$ cat config.mk
export PLATFORM = sky130hd
export DESIGN_NAME = per_topic_drop_oldest_queues
export DESIGN_NICKNAME = d
export VERILOG_FILES = /design/src/design/ptq_pkg.sv /design/src/design/per_topic_drop_oldest_queues.sv /design/src/design/ptq_front.sv /design/src/design/ptq_cmd_queue.sv /design/src/design/ptq_back.sv
export SDC_FILE = /design/constraint.sdc
export NUM_CORES = 2
export LEC_CHECK = 0
export ABC_AREA = 1
export BUFFER_PORTS_ARGS = -buffer_cell sky130_fd_sc_hd__buf_2
export CORE_AREA = 2 2 456 458
export CTS_BUF_LIST = sky130_fd_sc_hd__clkbuf_8 sky130_fd_sc_hd__clkbuf_16
export CTS_CLUSTER_SIZE = 14
export DETAILED_ROUTE_END_ITERATION = 16
export DIE_AREA = 0 0 458 460
export PLACE_DENSITY = 0.68
export SYNTH_ARGS = -nofsm -noshare
export SYNTH_HDL_FRONTEND = slang
export SYNTH_SLANG_ARGS = --single-unit
$ cat constraint.sdc
create_clock -name clk -period 4.3 [get_ports clk]
set_input_delay 0.645 -clock clk [delete_from_list [all_inputs] [get_ports clk]]
set_output_delay 0.645 -clock clk [all_outputs]
set_load 0.005 [all_outputs]
$ cat src/design/ptq_pkg.sv
// ptq_pkg: word types, command type and function/status codes for the
// per-topic drop-oldest queues; no dependencies
`default_nettype none

package ptq_pkg;

	localparam int FUNC_W   = 2;
	localparam int TOPIC_W  = 5;
	localparam int HANDLE_W = 16;
	localparam int LIMIT_W  = 4;
	localparam int STATUS_W = 2;
	localparam int FILL_W   = 4;

	localparam logic [FUNC_W-1:0] FN_PUSH = 2'd0;
	localparam logic [FUNC_W-1:0] FN_POP  = 2'd1;
	localparam logic [FUNC_W-1:0] FN_SET  = 2'd2;
	localparam logic [FUNC_W-1:0] FN_NOP  = 2'd3;

	localparam logic [STATUS_W-1:0] STS_OK    = 2'd0;
	localparam logic [STATUS_W-1:0] STS_RANGE = 2'd1;
	localparam logic [STATUS_W-1:0] STS_EMPTY = 2'd2;

	typedef struct packed {
		logic [FUNC_W-1:0]   func;
		logic [TOPIC_W-1:0]  topic;
		logic [HANDLE_W-1:0] handle_in;
		logic [LIMIT_W-1:0]  new_limit;
	} req_word_t;

	typedef struct packed {
		logic [STATUS_W-1:0] status;
		logic [HANDLE_W-1:0] handle_out;
		logic                dropped_valid;
		logic [HANDLE_W-1:0] dropped_handle;
		logic [FILL_W-1:0]   fill;
	} rsp_word_t;

	// classified command passed from front to back
	typedef struct packed {
		logic                bad;
		logic [FUNC_W-1:0]   func;
		logic [TOPIC_W-1:0]  tidx;
		logic [LIMIT_W-1:0]  limit;
		logic [HANDLE_W-1:0] handle;
	} cmd_t;

endpackage

`default_nettype wire

$ cat src/design/per_topic_drop_oldest_queues.sv
// per_topic_drop_oldest_queues: top level, front classifier, command queue
// and back executor; uses ptq_pkg, ptq_front, ptq_cmd_queue, ptq_back
//
// Usage: request words (req) arrive on req_valid/req_stall and are accepted at
// an edge with req_valid high and req_stall low. Each request gives exactly one
// response word (rsp) on rsp_valid/rsp_stall, in request order.
// Push appends a handle to the topic's queue, dropping and reporting the oldest
// one if the queue is at or over its limit; pop returns the oldest handle; set changes
// the topic's limit (clamped to 1..DEPTH). Bad topics give a range status.
// The back end sequencer takes a new command only after the response for the
// last one is loaded: an execute step (pointer update plus one handle memory
// read), then a response step (response load).
// A two-entry command queue lets the front keep accepting while the back waits.
// Reset: all queues empty, all limits 1; the handle memory is not cleared and
// needs no clearing pass. When the receiver stalls, the response register holds
// its word, the back end stops after the current command, and once the queue
// fills req_stall goes high.
`default_nettype none

module per_topic_drop_oldest_queues
	import ptq_pkg::*;
#(
	parameter int TOPICS      = 16,
	parameter int DEPTH       = 8,
	parameter int HANDLE_BITS = 16
) (
	input  wire logic      clk,
	input  wire logic      arst_n,
	input  wire logic      req_valid,
	output logic           req_stall,
	input  wire req_word_t req,
	output logic           rsp_valid,
	input  wire logic      rsp_stall,
	output rsp_word_t      rsp
);

	logic q_push;
	logic q_full;
	cmd_t q_wdata;
	logic q_pop;
	cmd_t q_rdata;
	logic q_not_empty;

	ptq_front #(
		.TOPICS      (TOPICS),
		.DEPTH       (DEPTH),
		.HANDLE_BITS (HANDLE_BITS)
	) u_front (
		.req_valid (req_valid),
		.req_stall (req_stall),
		.req       (req),
		.q_push    (q_push),
		.q_data    (q_wdata),
		.q_full    (q_full)
	);

	ptq_cmd_queue u_queue (
		.clk       (clk),
		.arst_n    (arst_n),
		.push      (q_push),
		.wdata     (q_wdata),
		.full      (q_full),
		.pop       (q_pop),
		.rdata     (q_rdata),
		.not_empty (q_not_empty)
	);

	ptq_back #(
		.TOPICS      (TOPICS),
		.DEPTH       (DEPTH),
		.HANDLE_BITS (HANDLE_BITS)
	) u_back (
		.clk       (clk),
		.arst_n    (arst_n),
		.cmd_valid (q_not_empty),
		.cmd       (q_rdata),
		.cmd_take  (q_pop),
		.rsp_valid (rsp_valid),
		.rsp_stall (rsp_stall),
		.rsp       (rsp)
	);

endmodule

`default_nettype wire

$ cat src/design/ptq_front.sv
// ptq_front: accepts request words, range-checks the topic, clamps the limit
// and masks the handle; uses ptq_pkg
`default_nettype none

module ptq_front
	import ptq_pkg::*;
#(
	parameter int TOPICS      = 16,
	parameter int DEPTH       = 8,
	parameter int HANDLE_BITS = 16
) (
	input  wire logic      req_valid,
	output logic           req_stall,
	input  wire req_word_t req,
	output logic           q_push,
	output cmd_t           q_data,
	input  wire logic      q_full
);

	localparam int SW = (HANDLE_BITS < HANDLE_W) ? HANDLE_BITS : HANDLE_W;
	localparam logic [HANDLE_W-1:0] HMASK = HANDLE_W'((33'(1) << SW) - 33'(1));

	logic [LIMIT_W-1:0] lim_clamped;

	assign req_stall = q_full;
	assign q_push    = req_valid && !q_full;

	always_comb begin
		if (req.new_limit == '0) begin
			lim_clamped = LIMIT_W'(1);
		end else if (32'(req.new_limit) > DEPTH) begin
			lim_clamped = LIMIT_W'(DEPTH);
		end else begin
			lim_clamped = req.new_limit;
		end
	end

	always_comb begin
		q_data.bad    = (req.topic == '0) || (32'(req.topic) > TOPICS);
		q_data.func   = req.func;
		q_data.tidx   = req.topic - TOPIC_W'(1);
		q_data.limit  = lim_clamped;
		q_data.handle = req.handle_in & HMASK;
	end

endmodule

`default_nettype wire

$ cat src/design/ptq_cmd_queue.sv
// ptq_cmd_queue: two-entry command queue between front and back
// uses ptq_pkg
`default_nettype none

module ptq_cmd_queue
	import ptq_pkg::*;
(
	input  wire logic clk,
	input  wire logic arst_n,
	input  wire logic push,
	input  wire cmd_t wdata,
	output logic      full,
	input  wire logic pop,
	output cmd_t      rdata,
	output logic      not_empty
);

	logic [1:0] cnt_q;
	logic       wp_q;
	logic       rp_q;
	cmd_t       slot_q [2];

	assign full      = (cnt_q == 2'd2);
	assign not_empty = (cnt_q != 2'd0);
	assign rdata     = slot_q[rp_q];

	always_ff @(posedge clk) begin
		if (push) begin
			slot_q[wp_q] <= wdata;
		end
	end

	always_ff @(posedge clk or negedge arst_n) begin
		if (!arst_n) begin
			cnt_q <= '0;
			wp_q  <= 1'b0;
			rp_q  <= 1'b0;
		end else begin
			if (push) begin
				wp_q <= !wp_q;
			end
			if (pop) begin
				rp_q <= !rp_q;
			end
			if (push && !pop) begin
				cnt_q <= cnt_q + 2'd1;
			end else if (pop && !push) begin
				cnt_q <= cnt_q - 2'd1;
			end
		end
	end

endmodule

`default_nettype wire

$ cat src/design/ptq_back.sv
// ptq_back: per-topic pointer update, handle memory and response register
// uses ptq_pkg
`default_nettype none

module ptq_back
	import ptq_pkg::*;
#(
	parameter int TOPICS      = 16,
	parameter int DEPTH       = 8,
	parameter int HANDLE_BITS = 16
) (
	input  wire logic clk,
	input  wire logic arst_n,
	input  wire logic cmd_valid,
	input  wire cmd_t cmd,
	output logic      cmd_take,
	output logic      rsp_valid,
	input  wire logic rsp_stall,
	output rsp_word_t rsp
);

	localparam int SW   = (HANDLE_BITS < HANDLE_W) ? HANDLE_BITS : HANDLE_W;
	localparam int TIW  = (TOPICS > 1) ? $clog2(TOPICS) : 1;
	localparam int CW   = $clog2(DEPTH + 1);
	localparam int HW   = (DEPTH > 1) ? $clog2(DEPTH) : 1;
	localparam int SUMW = $clog2(2 * DEPTH);
	localparam int MAW  = (TOPICS * DEPTH > 1) ? $clog2(TOPICS * DEPTH) : 1;

	localparam logic S_EXEC = 1'b0;
	localparam logic S_RESP = 1'b1;

	logic                state_q;
	logic [HW-1:0]       head_q [TOPICS];
	logic [CW-1:0]       cnt_q  [TOPICS];
	logic [LIMIT_W-1:0]  lim_q  [TOPICS];
	logic [SW-1:0]       handle_store_q [TOPICS*DEPTH];

	logic [SW-1:0]       rd_s1;
	logic [STATUS_W-1:0] sts_s1;
	logic                drop_s1;
	logic                pop_s1;
	logic [FILL_W-1:0]   fill_s1;

	rsp_word_t           rsp_q;
	logic                rsp_valid_q;

	logic [TIW-1:0]      t;
	logic [HW-1:0]       h;
	logic [CW-1:0]       c;
	logic [LIMIT_W-1:0]  l;
	logic [HW-1:0]       hinc;
	logic [SUMW-1:0]     sum;
	logic [HW-1:0]       tail;
	logic                full_drop;
	logic [HW-1:0]       h_nx;
	logic [CW-1:0]       c_nx;
	logic [LIMIT_W-1:0]  l_nx;
	logic [STATUS_W-1:0] sts;
	logic                do_drop;
	logic                do_pop;
	logic                mem_we;
	logic                mem_re;
	logic [MAW-1:0]      base;
	logic [MAW-1:0]      ra;
	logic [MAW-1:0]      wa;

	assign cmd_take  = cmd_valid && (state_q == S_EXEC) && (!rsp_valid_q || !rsp_stall);
	assign rsp_valid = rsp_valid_q;
	assign rsp       = rsp_q;

	always_comb begin
		t         = cmd.tidx[TIW-1:0];
		h         = head_q[t];
		c         = cnt_q[t];
		l         = lim_q[t];
		hinc      = (32'(h) + 1 == DEPTH) ? '0 : HW'(32'(h) + 1);
		sum       = SUMW'(h) + SUMW'(c);
		tail      = (32'(sum) >= DEPTH) ? HW'(32'(sum) - DEPTH) : HW'(sum);
		full_drop = (32'(c) >= 32'(l)) && (c != '0);
		h_nx      = h;
		c_nx      = c;
		l_nx      = l;
		sts       = STS_OK;
		do_drop   = 1'b0;
		do_pop    = 1'b0;
		mem_we    = 1'b0;
		mem_re    = 1'b0;
		if (cmd.bad) begin
			sts = STS_RANGE;
		end else begin
			unique case (cmd.func)
				FN_PUSH: begin
					mem_we = 1'b1;
					if (full_drop) begin
						do_drop = 1'b1;
						mem_re  = 1'b1;
						h_nx    = hinc;
					end else begin
						c_nx = c + CW'(1);
					end
				end
				FN_POP: begin
					if (c == '0) begin
						sts = STS_EMPTY;
					end else begin
						do_pop = 1'b1;
						mem_re = 1'b1;
						h_nx   = hinc;
						c_nx   = c - CW'(1);
					end
				end
				FN_SET: begin
					l_nx = cmd.limit;
				end
				FN_NOP: begin
				end
				default: begin
				end
			endcase
		end
		base = MAW'(t) * MAW'(DEPTH);
		ra   = base + MAW'(h);
		wa   = base + MAW'(tail);
	end

	// read-first: a drop on a full queue reads the old head before overwrite
	always_ff @(posedge clk) begin
		if (cmd_take && mem_re) begin
			rd_s1 <= handle_store_q[ra];
		end
		if (cmd_take && mem_we) begin
			handle_store_q[wa] <= cmd.handle[SW-1:0];
		end
	end

	always_ff @(posedge clk) begin
		if (cmd_take) begin
			sts_s1  <= sts;
			drop_s1 <= do_drop;
			pop_s1  <= do_pop;
			fill_s1 <= cmd.bad ? '0 : FILL_W'(c_nx);
		end
	end

	always_ff @(posedge clk or negedge arst_n) begin
		if (!arst_n) begin
			for (int i = 0; i < TOPICS; i++) begin
				head_q[i] <= '0;
				cnt_q[i]  <= '0;
				lim_q[i]  <= LIMIT_W'(1);
			end
		end else if (cmd_take && !cmd.bad) begin
			head_q[t] <= h_nx;
			cnt_q[t]  <= c_nx;
			lim_q[t]  <= l_nx;
		end
	end

	always_ff @(posedge clk) begin
		if (state_q == S_RESP) begin
			rsp_q.status         <= sts_s1;
			rsp_q.handle_out     <= pop_s1 ? HANDLE_W'(rd_s1) : '0;
			rsp_q.dropped_valid  <= drop_s1;
			rsp_q.dropped_handle <= drop_s1 ? HANDLE_W'(rd_s1) : '0;
			rsp_q.fill           <= fill_s1;
		end
	end

	always_ff @(posedge clk or negedge arst_n) begin
		if (!arst_n) begin
			state_q     <= S_EXEC;
			rsp_valid_q <= 1'b0;
		end else begin
			if (rsp_valid_q && !rsp_stall) begin
				rsp_valid_q <= 1'b0;
			end
			unique case (state_q)
				S_EXEC: begin
					if (cmd_take) begin
						state_q <= S_RESP;
					end
				end
				S_RESP: begin
					rsp_valid_q <= 1'b1;
					state_q     <= S_EXEC;
				end
				default: begin
					state_q <= S_EXEC;
				end
			endcase
		end
	end

	a_rsp_from_resp: assert property (@(posedge clk) disable iff (!arst_n)
		$rose(rsp_valid_q) |-> $past(state_q) == S_RESP)
		else $error("response word loaded outside response step");

	a_resp_one_cycle: assert property (@(posedge clk) disable iff (!arst_n)
		state_q == S_RESP |=> state_q == S_EXEC && rsp_valid_q)
		else $error("response step did not complete");

	a_count_bound: assert property (@(posedge clk) disable iff (!arst_n)
		cmd_take && !cmd.bad |-> 32'(c) <= DEPTH)
		else $error("queue count beyond depth");

	a_drop_ok: assert property (@(posedge clk) disable iff (!arst_n)
		rsp_valid_q && rsp_q.dropped_valid |-> rsp_q.status == STS_OK && rsp_q.handle_out == '0)
		else $error("drop reported with bad status or pop data");

endmodule

`default_nettype wire

==> impl_metrics.csv <==
group,metric,value,unit
routing,num_vias,72750,
layout,areaGrowthSynthToFinish,14.65,%
synth,syn_inst,10210,
timing,tightest_slew,1.298,ns
die,rows,167,
clock_tree,cts_setup_buffers,0,
worst_hold_path,hold_class,"in -> reg",
timing,fmax,237.3,MHz
timing,rsz0062_at_grt,"yes",
critical_path,cp-start-kind,"register",
grt,grt.overflow.total,0,
critical_path,required,4.89,ns
timing,finClkSkew,0.05614,ns
grt,antenna_found_initial,11,
run,maxCapViolations,0,
critical_path,worstPathArrival,4.81,ns
critical_path,endpoint_kind,"register",
synth,synth_common_cells,"2889 x nand2_1, 2165 x edfxtp_1, 2025 x inv_1, 1711 x nand3_1, 425 x nor2_1",
timing,setup_viol,0,
routing,totalWireLength,298.6,mm
die,io_pins,72,
timing,post-route-worst-setup-slack,0.08515,ns
grt,grt_max_degree,107,
synth,ys_async_sr_fraction,7.755,%
timing,slew_headroom,13.48,%
clock_tree,clk_pin_slew_worst_paths,0.07,ns
routing,first_iter_violations,10140,
placed_design,portBuffers,71,
synth,synth.most_common_cell,"nand2_1",
synth,mappedNetlistArea,102400,µm²
timing,final.setup.tns,0,ns
synth,synthTopCellsByArea,"edfxtp_1 63%, nand2_1 11%, nand3_1 8.4%, inv_1 7.4%, dfrtp_1 4.1%",
layout,fin_area,117500,µm²
timing,finalCritPeriodShare,98.02,%
status,status,"finished clean",
placed_design,pre_cts_ws,-0.1207,ns
timing,holdWs,0.1136,ns
grt,grt_pass1_vias,69110,
die,design.core.area,206000,µm²
clock_tree,cts_tree,"yes",
die,die_width,458,µm
synth,ys.flop_type,"edfxtp_1",
synth,syn_area_per_cell,10.04,µm²
clock_tree,cts-htree-levels,4,
die,initial_core_util,49.72,%
timing,slew_violations,0,
routing,postRouteAntennaNets,0,
routing,post_drt_wl_per_cell,22.24,µm
placed_design,dpl.hpwl,185.4,mm
synth,synth_cell_types,39,
synth,yosysWarnings,0,
synth,ys_seq_area_share,67.93,%
grt,grt_pass1_wl,437.2,mm
routing,firstDrtPassIters,8,
layout,final_nets,10570,
routing,drc,0,
die,die_area,210700,µm²
clock_tree,clkLatencyLatePin,0.92,ns
grt,grt.total_usage,27.94,%
routing,vias_per_cell,5.417,
timing,hold_viol,0,
die,die_h,460,µm
timing,finalCriticalPeriod,4.215,ns
clock_tree,clockRootBuffer,"clkbuf_16",
clock_tree,cts_made_buffers,229,
layout,fillCellCount,17040,
critical_path,path_class,"reg -> reg",
critical_path,path_max_fanout,8,
placed_design,gp_congestion,1.002,
synth,synth-edff-count,2165,
synth,synth_top_area_share,63.46,%
placed_design,placed_area,109500,µm²
synth,yosys.area.top_type,"edfxtp_1",
clock_tree,clock_path_buffers,3,
clock_tree,clock-sinks,2347,
synth,yosys_register_bits,2347,
layout,drive_gt1_share,9.360,%
synth,synth_nets,10250,
[area by class of cell]
cell class / instances / area, µm² / area share, %
antenna: 1 / 2.502 / 0.002131
clock buffer: 235 / 5836 / 4.968
clock inverter: 196 / 1702 / 1.449
inverter: 2037 / 7654 / 6.516
multi-input combinational: 5331 / 23200 / 19.76
sequential: 2347 / 69590 / 59.25
tap: 2704 / 3383 / 2.881
timing repair buffer: 580 / 6083 / 5.179
[timing repair]
action	CTS	global route
cloned	0	5
setup endpoints to repair	198	955
gates resized for setup	3	58
hold buffers	21	0
pin swaps	0	1
hold endpoints to repair	120	0
[placed cells by master, fill, tap and decap left out, types with 3 or more instances in the layout]
cell           count
nand2_1         2871
edfxtp_1        2165
inv_1           2071
nand3_1         1711
nor2_1           405
buf_4            322
clkbuf_16        231
dfrtp_1          164
o21ai_0          146
buf_12           138
buf_2             70
clkinv_1          53
clkinv_2          49
a22oi_1           39
buf_6             28
o22ai_1           24
nor2_2            22
dlygate4sd3_1     21
bufinv_16         20
nand2_4           19
dfstp_2           16
a21oi_1           15
inv_2             11
nand2_2           11
nor2_4            11
ha_1              10
clkinv_16         10
clkinvlp_4         9
nand3_2            7
o211ai_1           5
o21ai_1            4
xor2_1             4
nor3_1             4
clkbuf_8           4
o21ai_2            3
or2_2              3
nand4_1            3
xnor2_1            3
[layer usage]
| metal | part of all wire (%) | vias to the layer above | GRT usage, % |
|---|---|---|---|
| li1 | - | 33300 | - |
| met1 | 39 | 34850 | 37.73 |
| met2 | 47 | 3935 | 44.94 |
| met3 | 9.2 | 661 | 4.177 |
| met4 | 4.7 | 8 | 12.64 |
| met5 | 0.018 | - | 0 |
[per-stage QoR]
stage / instances / utilization (%)
CTS: 13430 / 56.91
detailed placement: 12970 / 53.14
finish: 13430 / 57.01
global route: 13430 / 57.01
global placement: 12970 / 53.14
floorplan: 10210 / -
[critical path: stages (launching register included)]
cell	delay (ns)
dfrtp_2	0.48
nand2_2	0.13
inv_2	0.06
nor2_4	0.20
nor2_4	0.05
inv_2	0.12
o22ai_1	0.09
o21ai_0	0.19
nand2_1	0.09
nor2_2	0.14
ha_1	0.16
inv_1	0.07
fa_1	0.48
xor2_2	0.23
xor2_2	0.40
buf_6	0.20
nand3_2	0.15
buf_4	0.27
nor2_2	0.20
buf_4	0.21
[flip-flops by register name, summed over array words and instances (netlist names), 2 cells and up]
register and flops:
u_back.handle_store_q 2048, u_back.cnt_q 64, u_back.lim_q 64, u_queue.slot_q 54, u_back.head_q 48, u_back.rsp 39, u_back.rd_s1 16, u_back.fill_s1 4
u_back.sts_s1 2, u_queue.cnt_q 2
[kinds of logic after synthesis]
group | count (synthesis) | synth area share, %
buffers and inverters | 2529 | 9.656
AOI/OAI and AO/OA | 239 | 1.331
and+or+nand+nor | 5072 | 20.86
DFF | 2347 | 67.93
xor gates and xnor gates | 9 | 0.08428
adders and majority gates | 11 | 0.1417
[worst paths after layout]
kind                                    from                            end  slack, ns  cells past startpoint
max reg2reg                     u_queue.rp_q  u_back.handle_store_q[86][12]       0.09                     19
min reg2reg                u_back.fill_s1[2]                  u_back.rsp[2]       0.42                      0
max                             u_queue.rp_q  u_back.handle_store_q[86][12]       0.09                     19
min in group asynchronous             arst_n                 u_back.state_q       0.38                      2
min                                  req[20]          u_queue.slot_q[1][20]       0.11                      2
max in group asynchronous             arst_n               u_back.lim_q[56]       2.79                      3
Power is left out: the tool's default activity adds up to more than one toggle a clock period on the data nets, which glitch-free logic cannot reach.
